`src/sv/cvs_pkg.sv`:
```
`default_nettype none

package cvs_pkg;

    localparam int VOLT_W            = 16;
    localparam int SUM_W             = 20;
    localparam int IDX_W             = 4;
    localparam int S_DATA_W          = 16;
    localparam int M_DATA_W          = 80;
    localparam int MAX_CELLS_DEFAULT = 16;

    localparam logic [VOLT_W-1:0] THRESHOLD_RESET = VOLT_W'(300);
    localparam logic [SUM_W-1:0]  SUM_SAT         = '1;

    // packed msb first, so pack_sum lands in the lowest bits
    typedef struct packed {
        logic              too_many_cells;
        logic              imbalance;
        logic [VOLT_W-1:0] spread;
        logic [IDX_W-1:0]  min_index;
        logic [VOLT_W-1:0] min_voltage;
        logic [IDX_W-1:0]  max_index;
        logic [VOLT_W-1:0] max_voltage;
        logic [SUM_W-1:0]  pack_sum;
    } result_t;

    localparam int RESULT_W = $bits(result_t);

endpackage

`default_nettype wire

```
`src/sv/cell_voltage_statistics_top.sv`:
```
// Cell voltage statistics over one scan of battery cells.
// Input stream s_axis: one cell voltage per beat in s_axis_tdata, s_axis_tlast on the
// final cell of the scan. Result stream m_axis: one beat per scan, issued after the
// tlast beat, carrying pack sum, max and min with their first positions, spread,
// imbalance flag and too-many-cells flag.
// Configuration channel cfg_valid/cfg_ready/cfg_data writes the imbalance threshold;
// cfg_ready is always high and writes are meant only while the block is idle.
// The result is registered: a tlast beat passes the input and result registers.
// Throughput: one cell beat per cycle unless a tlast beat waits on a stalled result;
// running sum and compare on the input register load statistics and result registers.
// Cells past MAX_CELLS in a scan are dropped and only raise too_many_cells.
// Reset (aresetn low, synchronous) clears the running statistics, empties both stages
// and sets the threshold to 300 mV.
// When m_axis_tready is low a pending result holds; cell beats keep flowing until a
// second tlast beat reaches the input register, which then waits and backs up s_axis.
`default_nettype none

module cell_voltage_statistics_top #(
    parameter int MAX_CELLS = cvs_pkg::MAX_CELLS_DEFAULT
) (
    input  wire logic                          aclk,
    input  wire logic                          aresetn,
    input  wire logic                          s_axis_tvalid,
    output logic                               s_axis_tready,
    input  wire logic [cvs_pkg::S_DATA_W-1:0]  s_axis_tdata,   // cell_voltage
    input  wire logic                          s_axis_tlast,   // last_cell
    output logic                               m_axis_tvalid,
    input  wire logic                          m_axis_tready,
    // pack_sum, max_voltage, max_index, min_voltage, min_index, spread, imbalance,
    // too_many_cells, zero fill
    output logic [cvs_pkg::M_DATA_W-1:0]       m_axis_tdata,
    input  wire logic                          cfg_valid,
    output logic                               cfg_ready,
    input  wire logic [cvs_pkg::VOLT_W-1:0]    cfg_data
);
    import cvs_pkg::*;

    localparam int CNT_W = $clog2(MAX_CELLS + 1);

    logic              in_valid_reg;
    logic [VOLT_W-1:0] in_volt_reg;
    logic              in_last_reg;

    logic [VOLT_W-1:0] thresh_reg;

    logic [SUM_W-1:0]  sum_reg,     sum_next,     sum_upd;
    logic [VOLT_W-1:0] max_reg,     max_next,     max_upd;
    logic [IDX_W-1:0]  max_pos_reg, max_pos_next, max_pos_upd;
    logic [VOLT_W-1:0] min_reg,     min_next,     min_upd;
    logic [IDX_W-1:0]  min_pos_reg, min_pos_next, min_pos_upd;
    logic [CNT_W-1:0]  count_reg,   count_next,   count_upd;
    logic              ovf_reg,     ovf_next,     ovf_upd;

    logic              out_valid_reg;
    result_t           out_reg;
    result_t           result;

    logic              fire;
    logic              take_cell;
    logic [SUM_W:0]    sum_add;
    logic [IDX_W-1:0]  pos;

    assign fire          = in_valid_reg && (!in_last_reg || !out_valid_reg || m_axis_tready);
    assign s_axis_tready = !in_valid_reg || fire;
    assign cfg_ready     = 1'b1;
    assign m_axis_tvalid = out_valid_reg;
    assign m_axis_tdata  = M_DATA_W'(out_reg);

    assign take_cell = count_reg < CNT_W'(MAX_CELLS);
    assign pos       = IDX_W'(count_reg);
    assign sum_add   = {1'b0, sum_reg} + (SUM_W + 1)'(in_volt_reg);

    always_comb begin
        sum_upd     = sum_reg;
        max_upd     = max_reg;
        max_pos_upd = max_pos_reg;
        min_upd     = min_reg;
        min_pos_upd = min_pos_reg;
        count_upd   = count_reg;
        ovf_upd     = ovf_reg;
        if (take_cell) begin
            if (count_reg == '0) begin
                sum_upd     = SUM_W'(in_volt_reg);
                max_upd     = in_volt_reg;
                min_upd     = in_volt_reg;
                max_pos_upd = '0;
                min_pos_upd = '0;
            end else begin
                sum_upd = sum_add[SUM_W] ? SUM_SAT : sum_add[SUM_W-1:0];
                if (in_volt_reg > max_reg) begin
                    max_upd     = in_volt_reg;
                    max_pos_upd = pos;
                end
                if (in_volt_reg < min_reg) begin
                    min_upd     = in_volt_reg;
                    min_pos_upd = pos;
                end
            end
            count_upd = count_reg + CNT_W'(1);
        end else begin
            ovf_upd = 1'b1;
        end
    end

    always_comb begin
        result.pack_sum       = sum_upd;
        result.max_voltage    = max_upd;
        result.max_index      = max_pos_upd;
        result.min_voltage    = min_upd;
        result.min_index      = min_pos_upd;
        result.spread         = max_upd - min_upd;
        result.imbalance      = result.spread > thresh_reg;
        result.too_many_cells = ovf_upd;
    end

    always_comb begin
        sum_next     = sum_reg;
        max_next     = max_reg;
        max_pos_next = max_pos_reg;
        min_next     = min_reg;
        min_pos_next = min_pos_reg;
        count_next   = count_reg;
        ovf_next     = ovf_reg;
        if (fire) begin
            if (in_last_reg) begin
                sum_next     = '0;
                max_next     = '0;
                max_pos_next = '0;
                min_next     = '0;
                min_pos_next = '0;
                count_next   = '0;
                ovf_next     = 1'b0;
            end else begin
                sum_next     = sum_upd;
                max_next     = max_upd;
                max_pos_next = max_pos_upd;
                min_next     = min_upd;
                min_pos_next = min_pos_upd;
                count_next   = count_upd;
                ovf_next     = ovf_upd;
            end
        end
    end

    always_ff @(posedge aclk) begin
        if (!aresetn) begin
            in_valid_reg  <= 1'b0;
            out_valid_reg <= 1'b0;
            thresh_reg    <= THRESHOLD_RESET;
            sum_reg       <= '0;
            max_reg       <= '0;
            max_pos_reg   <= '0;
            min_reg       <= '0;
            min_pos_reg   <= '0;
            count_reg     <= '0;
            ovf_reg       <= 1'b0;
        end else begin
            if (cfg_valid) begin
                thresh_reg <= cfg_data;
            end
            if (s_axis_tready) begin
                in_valid_reg <= s_axis_tvalid;
            end
            if (fire && in_last_reg) begin
                out_valid_reg <= 1'b1;
            end else if (m_axis_tready) begin
                out_valid_reg <= 1'b0;
            end
            sum_reg     <= sum_next;
            max_reg     <= max_next;
            max_pos_reg <= max_pos_next;
            min_reg     <= min_next;
            min_pos_reg <= min_pos_next;
            count_reg   <= count_next;
            ovf_reg     <= ovf_next;
        end
    end

    always_ff @(posedge aclk) begin
        if (s_axis_tready && s_axis_tvalid) begin
            in_volt_reg <= s_axis_tdata;
            in_last_reg <= s_axis_tlast;
        end
        if (fire && in_last_reg) begin
            out_reg <= result;
        end
    end

endmodule

`default_nettype wire

```
`config.mk`:
```
export PLATFORM = sky130hd
export DESIGN_NAME = cell_voltage_statistics_top
export DESIGN_NICKNAME = d
export VERILOG_FILES = /design/src/sv/cvs_pkg.sv /design/src/sv/cell_voltage_statistics_top.sv
export SDC_FILE = /design/constraint.sdc
export NUM_CORES = 1
export LEC_CHECK = 0
export ABC_AREA = 0
export BUFFER_PORTS_ARGS = -buffer_cell sky130_fd_sc_hd__buf_4
export CORE_ASPECT_RATIO = 1.2
export CORE_MARGIN = 8
export CORE_UTILIZATION = 25
export DETAILED_ROUTE_END_ITERATION = 7
export PLACE_DENSITY_LB_ADDON = 0.25
export SLEW_MARGIN = 0
export SYNTH_ARGS = -nofsm -noshare
export SYNTH_HDL_FRONTEND = slang
export SYNTH_SLANG_ARGS = --single-unit
```
`constraint.sdc`:
```
create_clock -name aclk -period 11.13 [get_ports aclk]
set_input_delay 2.226 -clock aclk [delete_from_list [all_inputs] [get_ports aclk]]
set_output_delay 2.226 -clock aclk [all_outputs]
set_load 0.05 [all_outputs]
```
Word-level counts from Yosys, hierarchy flattened. Index checks and enable logic that the tools add are counted.

Add/sub/neg operators: 3. Reductions and logical operators: 13. $lt $le $gt $ge: 4. Muxes and demuxes: 26.

Operators with widths (count): $mux 16 (8); $mux 20 (4); $gt 16x16->1 (2); $mux 4 (8); $add 20x16->21 (1); $lt 16x16->1 (1); $sub 16x16->16 (1); $mux 5 (2); $add 5x1->5 const B (1); $logic_not 5->1 (1); $lt 5x5->1 const B (1); $mux 1 (4); $reduce_bool 2->1 (2); $logic_and 1x1->1 (3); $logic_not 1->1 (3); $logic_or 1x1->1 (3); $reduce_and 2->1 (1).

Logic and storage cells: 66. Register bits after elaboration: 179. Input port bits: 38. Output and inout bits: 83.

Logic depth before layout (Yosys ltp). Gate-level depths: netlist of the first run.

Depth after elaboration: 6. Gate-level depth with buffers: 29. Gate-level depth less buffers: 28.

Worst setup path before layout of the first run. No wires, ideal clock.

Path type: reg-to-reg. Start point: register in_volt_reg[15]. End point: register out_reg (netlist bit m_axis_tdata[76]), data pin. Period minus slack after synthesis: 5.709 ns. Data arrival time: 5.443 ns. Slack: 5.421 ns. Data required time: 10.864 ns. Library setup time: 0.266 ns. Cell stages (with the launch flop): 26. Path buffers: 1. Path through: edfxtp_1 > ha_1 > nand4_2 > nor4_2 > a41o_1 > a31oi_4 > nor2_4 > buf_1 > mux2_2 > ha_1 > o211a_1 > a221o_1 > a2111oi_2 > a21oi_1 > o21ai_1 > nand2b_1 > a22oi_1 > ha_1 > a21oi_1 > nor2b_1 > o21ai_0 > nand2b_1 > a21oi_1 > a21boi_0 > o21ai_0 > a22oi_1.

RTL lines: from (decl) (line cell_voltage_statistics_top.sv:41) `logic [VOLT_W-1:0] in_volt_reg;`; from (signal assigned) (line cell_voltage_statistics_top.sv:181) `in_volt_reg <= s_axis_tdata;`; to (signal assigned) (line cell_voltage_statistics_top.sv:185) `out_reg <= result;`; to (decl) (line cell_voltage_statistics_top.sv:55) `result_t out_reg;`.

==> metrics.md, run 1 <==
| Metric | Value |
|---|---|
| Status | finished clean |
| Post-CTS resize count | 0 |
| Syn avg cell area | 10.1 um2 |
| Initial antenna violation count | 0 |
| Max incr delay on CP | 620 ps |
| GPL Wtd Cong | 0.800 |
| CTS Hold Bufs | 0 |
| Library cells used by synthesis | 76 |
| Grt total ovfl | 0 |
| Asr flop ratio synth | 0% |
| Synth warn | 0 |
| EDFF count, synth | 95 |
| WL per Instance | 17.3 um |
| Commonest non-fill, non-tap cells in the layout | 126 x buf_4, 95 x edfxtp_1, 87 x nand2_1 |
| RSZ-0062 raised after global routing | no |
| Most used routing layer | met2 |
| Internal power | roughly 0.0012 W |
| Drt drc | 0 |
| CP Capture Type | flop |
| Met1 GRT Util | 15.3% |
| Largest net degree at the start of global routing | 78 |
| Skew final | 11.3 ps |
| #FFs+latches synth | around 180 |
| DPL Wire Length | 20,900 um |
| Combinational share of power | approximately a fifth |
| GR Util met3 | approximately 2.6% |
| Worst-path fanout max | 16 |
| Num rows | 80 |
| H-tree Lvls | 4 |
| Mapped Cells | 981 |
| Clock Sinks | approximately 180 |
| Clock buffer depth | 2 |
| Post-route ant nets | 0 |
| Vias in the first global route | 7,667 |
| Top Ports | roughly 120 |
| Largest register FFs | 78 |
| Tot GR Track Use | 12.3% |
| Max IR drop VDD | 109 uV |
| Worst Slack Setup Final | between 4000 and 5000 ps |
| Placed Cells incl. Taps | 1,598 |
| Max-slew violations | 0 |
| Switching power | 0.000485 W |
| Final WL | 28,200 um |
| Cell area after synthesis | 9880 um2 |
| Slew HR | 40.0% |
| TritonCTS clock tree | yes |
| Seq/Total Area, Yosys | 45.9% |
| Pleak | 4.50 nW |
| Least-Margin Pin Slew | 900 ps |
| Clk_lat worst skew | 440 ps |
| Final Non-Filler Cells | 1,630 |
| Initial core utilization | 25.1% |
| Minimum clock period | 6470 ps |
| M2 GR Usage | 20.9% |
| Main flop type after synthesis | edfxtp_1 |
| Die X | 197 um |
| CP arrival | approximately 6700 ps |
| Share of post-route cells with drive strength above 1 | 19.5% |
| Setup bufs post-CTS | 0 |
| Reported max-cap violation count | 0 |
| Clock root buffer | clkbuf_16 |
| Clk pwr share | 35.8% |
| First-pass GRT wire length | between 40,000 and 50,000 um |
| Most common cell after layout, fill and taps aside | buf_4 |
| Pre-antenna DRT Iters | 4 |
| Die area | ~46,000 um2 |
| Port Buffers | 117 |
| Final setup viols | 0 |
| Power per cell area | ~140 nW/um2 |
| CP max-delay cell | o21ai_0 |
| Nets | 1,202 |
| Clk slew on worst S/H paths | 70 ps |
| Maximum clock frequency | 154 MHz |
| Net Sw Frac | 29.2% |
| DP Worst Slack | 4620 ps |
| Final period util | 58.2% |
| DR iter-0 viols | 397 |
| Antenna Diode Count | 0 |
| Crit start category | flop |
| Vias | 7,535 |
| Area Growth Syn to Fin | 20.4% |
| WP data required | 11,320 ps |
| TNS Setup | 0 ps |
| Final hold violation count | 0 |
| HP Class | flop to flop |
| Core footprint | 39,300 um2 |
| CP Class | flop to flop |
| Via density | about 4.6 |
| Die Y | 234 um |
| Sequential power share | 44.9% |
| CTS buffer count | 17 |
==> cell type report <==
| cell class | count | area [um2] |
|---|---|---|
| flip-flops and latches | 179 | 4530 |
| inverters | 83 | 312 |
| multi-input cells | 677 | 4870 |
| fillers | 4076 | 27400 |
| clock inverters | 12 | 105 |
| well taps | 533 | 667 |
| clock buffers | 20 | 467 |
| repair buffers | 126 | 946 |
==> per-stage QoR <==
stage	power (W)	hold WS [ps]	util, %	cell area, um2
finish	0.00166	478	30.3	11900
global route	0.00174	510	30.3	11900
CTS	0.00168	474	30.3	11900
detailed placement	0.00108	456	28.8	11300
global placement	0.00108	450	28.8	11300
floorplan	0.000986	429	-	9890
==> worst paths after layout <==
kind | from | end | slack, ps | cells past startpoint
worst min register to register | ovf_reg | ovf_reg | 480 | 2
worst max register to register | in_volt_reg[15] | m_axis_tdata[76] | 4660 | 26
worst min-delay path | ovf_reg | ovf_reg | 480 | 2
worst max-delay path | in_volt_reg[15] | m_axis_tdata[76] | 4660 | 26
==> worst max-delay path, delay by kind of cell (launching register included) <==
kind	cells	cell delay, ps
and+or+nand+nor	6	1110
xor gates and xnor gates	1	330
buffers and inverters	2	230
adders and majority gates	3	970
AOI/OAI and AO/OA	14	3070
DFF	1	500
==> power groups by stage <==
| stage | sequential [W] | clock (W) | combinational, W |
|---|---|---|---|
| finish | 0.000746 | 0.000594 | 0.000321 |
| global route | 0.000749 | 0.000635 | 0.000356 |
| CTS | 0.000746 | 0.000612 | 0.000326 |
| detailed placement | 0.000760 | 0 | 0.000323 |
| global placement | 0.000761 | 0 | 0.000322 |
| floorplan | 0.000790 | 0 | 0.000196 |
==> metal layers <==
metal	part of all wire, %	wire [um]
met1	46	12800
met2	48	13600
met3	4.4	1230
met4	1.7	488
met5	0	0
==> cell usage after synthesis, types with 11 or more instances <==
library cell / instances / area, um2
nand4_1: 11 / 68.8
ha_1: 79 / 988
o31ai_1: 11 / 82.6
inv_1: 83 / 312
xor2_1: 12 / 105
nor3_1: 12 / 60.1
nor2b_1: 65 / 407
edfxtp_1: 95 / 2850
mux2_2: 26 / 293
a22oi_1: 47 / 353
xnor2_1: 13 / 114
a21oi_1: 40 / 200
nor2_1: 43 / 161
nand2_1: 87 / 327
mux2i_1: 16 / 160
o21ai_0: 39 / 195
dfxtp_1: 84 / 1680
clkbuf_1: 29 / 109
nand3_1: 15 / 75.1
o21a_1: 14 / 105
==> cell families after synthesis <==
| family | count (synthesis) | share of synthesized area [%] |
|---|---|---|
| fa+ha+maj | 80 | 10.2 |
| mux | 43 | 4.72 |
| compound gates | 242 | 17.0 |
| simple gates | 284 | 14.9 |
| flops | 179 | 45.9 |
| xor+xnor | 25 | 2.22 |
| other cells | 2 | 0.0760 |
| buf+inv | 126 | 5.00 |
No activity file was read; power rests on OpenSTA's default activity.
==> run 2, diff against run 1 <==
==> constraint.sdc (replaced) <==
create_clock -name aclk -period 5.2 [get_ports aclk]
set_input_delay 1.04 -clock aclk [delete_from_list [all_inputs] [get_ports aclk]]
set_output_delay 1.04 -clock aclk [all_outputs]
set_load 0.05 [all_outputs]
==> run 2 against run 1 <==
- the run now ends with setup timing left
- sequential cell count unchanged
- global-route usage grew 0.67 points
- maximum frequency rose by 23%
- core utilization increased by 3.5 points
- routed wire length grew 7.1%
- sequential power is 110% higher
- critical path type unchanged
- largest cell class unchanged
- largest power group unchanged
- highest routed layer unchanged
==> metrics.md, run 2 (synthesis gave the netlist of run 1 again) <==
| Metric | Value |
|---|---|
| Max-slew violations | 0 |
| Number of stages on the worst setup path | 24 |
| Failing checks | setup timing |
| Placed Cells incl. Taps | 1,726 |
| Commonest non-fill, non-tap cells in the layout | 264 x buf_4, 95 x edfxtp_1, 87 x nand2_1 |
| Power per cell area | 297 nW/um2 |
| CP arrival | roughly 5400 ps |
| H-tree Lvls | 4 |
| Combinational share of power | 22.4% |
| Tot GR Track Use | 12.9% |
| Crit start category | flop |
| Vias in the first global route | 8,190 |
| Crit path max-delay family | compound AO/OA/AOI/OAI gates |
| CP Class | flop to flop |
| RSZ-0062 raised after global routing | yes |
| Vias | 8,022 |
| Clk_lat worst skew | 440 ps |
| Top Ports | 121 |
| R2R cell count | 24 |
| Maximum clock frequency | 190 MHz |
| Minimum hold slack | ~470 ps |
| Grt total ovfl | 0 |
| TNS Setup | -51.6 ps |
| HP Class | flop to flop |
| Switching power | between 0.001 and 0.0015 W |
| Hold_sp | ovf_reg |
| Share of post-route cells with drive strength above 1 | a little under a third |
| Worst-path fanout max | 4 |
| Pre-antenna DRT Iters | 5 |
| Minimum clock period | approximately 5300 ps |
| Final Util | 33.7% |
| Final hold violation count | 0 |
| CTS Hold Bufs | 0 |
| Slew HR | 34.8% |
| WP data required | 5380 ps |
| Most common cell after layout, fill and taps aside | buf_4 |
| Overall Power | roughly 0.0039 W |
| Net Sw Frac | 28.7% |
| Final WL | 30,200 um |
| Clock Sinks | roughly 180 |
| Final setup viols | 1 |
| CTS buffer count | 17 |
| Least-Margin Pin Slew | 974 ps |
| TritonCTS clock tree | yes |
| Die X | just under 200 um |
| Antenna Diode Count | 0 |
| Clk slew on worst S/H paths | 80 ps |
| Core footprint | 39,300 um2 |
| Largest register FFs | 78 |
| Internal power | around 0.0028 W |
| Die Y | 234 um |
| CP max-delay cell | edfxtp_1 |
| Drt drc | 0 |
| Area Growth Syn to Fin | 34.2% |
| R2R Setup Slk | -50 ps |
| First-pass GRT wire length | 46,400 um |
| Worst hold path stage count | 2 |
| Max IR drop VDD | 223 uV |
| Clock buffer depth | 2 |
| Final Non-Filler Cells | about 1,800 |
| Sequential power share | ~40% |
| Startpoint of the worst-slack reg-to-reg timing path | in_volt_reg[12] |
| Num rows | 80 |
| CP bufs+invs | 0 |
| Pleak | 5.28 nW |
| Sequential Area | 4530 um2 |
| Port Buffers | 117 |
| Nets | 1,342 |
| Clk pwr share | 37.4% |
| Die area | around 46,000 um2 |
| Max incr delay on CP | 410 ps |
| Crit-path cells | ha_1 -> nand4_4 -> nor4_4 -> a21bo_2 -> a31oi_4 -> nor2_4 -> mux2_2 -> ha_4 -> o211a_4 -> a221o_1 -> a2111oi_4 -> a21oi_1 -> o21ai_1 -> nand2b_1 -> a22oi_2 -> ha_1 -> a21oi_2 -> nor2b_1 -> o21ai_1 -> nand2b_1 -> a21oi_2 -> a21boi_1 -> o21ai_1 -> a22oi_1 |
| DPL Wire Length | 22,500 um |
| CP Capture Type | flop |
| Clock root buffer | clkbuf_16 |
| Crit path from | in_volt_reg[12] |
| FF-to-FF End | m_axis_tdata[76] |
| WL per Instance | 17.0 um |
| Worst path most repeated cell | o21ai_1 |
| Initial core utilization | 25.1% |
| DR iter-0 viols | about 440 |
| Reported max-cap violation count | 0 |
| Filler cells | roughly 4,000 |
| Via density | 4.53 |
| Skew final | 15.2 ps |
| Multi-input logic area | 5090 um2 |
| Status | finished with violations |
| Crit path to | m_axis_tdata[76] |
| Post-route ant nets | 0 |
| GPL Wtd Cong | between 0.8 and 0.9 |
| Final period util | 101% |
| Largest net degree at the start of global routing | just under 80 |
| Worst Slack Setup Final | -51.6 ps |
| Initial antenna violation count | 0 |
## run 2: changes by cell type in the layout (fill, tap and decap cells not counted), sizes merged
cell,delta
buf,+140
bufinv,+4
clkinvlp,-3
inv,+3
clkbuf,-2
clkinv,-2
## run 2: through the flow
stage                     area [um2]  worst slack [ps]
final                          13300             -51.6
after floorplan                 9950              1.44
after CTS                      13100             -85.9
after detailed placement       12300              -309
after global placement         12300              -178
after global routing           13300              -335
## run 2: metal layers
layer  wire [um]  vias up  share of wire (%)  track usage, %
li1            -     4011                  -               -
met1       13900     3849                 46            16.4
met3        1270       15                4.2            2.84
met4         263        0               0.87            2.97
met5           0        -                  0               0
met2       14800      147                 49            22.3
## run 2: area by class of cell
class | instances | area share (%)
clock inverters | 14 | 1.67
well taps | 533 | 5.03
multi-input cells | 677 | 38.4
flip-flops and latches | 179 | 34.2
clock buffers | 18 | 3.24
repair buffers | 266 | 15.1
inverters | 83 | 2.35
## run 2: worst min-delay path by stage
stage                         end
global route        thresh_reg[3]
floorplan                 ovf_reg
detailed placement        ovf_reg
finish                    ovf_reg
CTS                       ovf_reg
global placement          ovf_reg
## run 2: worst register-to-register path, cell delays in order (launching register included)
cell	delay, ps
edfxtp_1	410
ha_1	360
nand4_4	150
nor4_4	330
a21bo_2	280
a31oi_4	220
nor2_4	80
mux2_2	310
ha_4	250
o211a_4	220
a221o_1	350
a2111oi_4	370
a21oi_1	120
o21ai_1	190
nand2b_1	100
a22oi_2	210
ha_1	280
a21oi_2	120
nor2b_1	50
o21ai_1	110
nand2b_1	80
a21oi_2	120
a21boi_1	70
o21ai_1	130
a22oi_1	100
## run 2: timing repair
item | in CTS | in global routing
pin swaps | 12 | 27
cloned | 0 | 0
resized for setup | 8 | 28
endpoints found under the setup margin | 1 | 1
setup buffers | 4 | 9
## run 2: power groups by stage
stage,sequential [W],clock (W),combinational [W]
after CTS,0.00159,0.00152,0.000854
final,0.00159,0.00147,0.000881
after global routing,0.00159,0.00157,0.000970
after floorplan,0.00169,0,0.000426
after detailed placement,0.00162,0,0.000836
after global placement,0.00162,0,0.000836
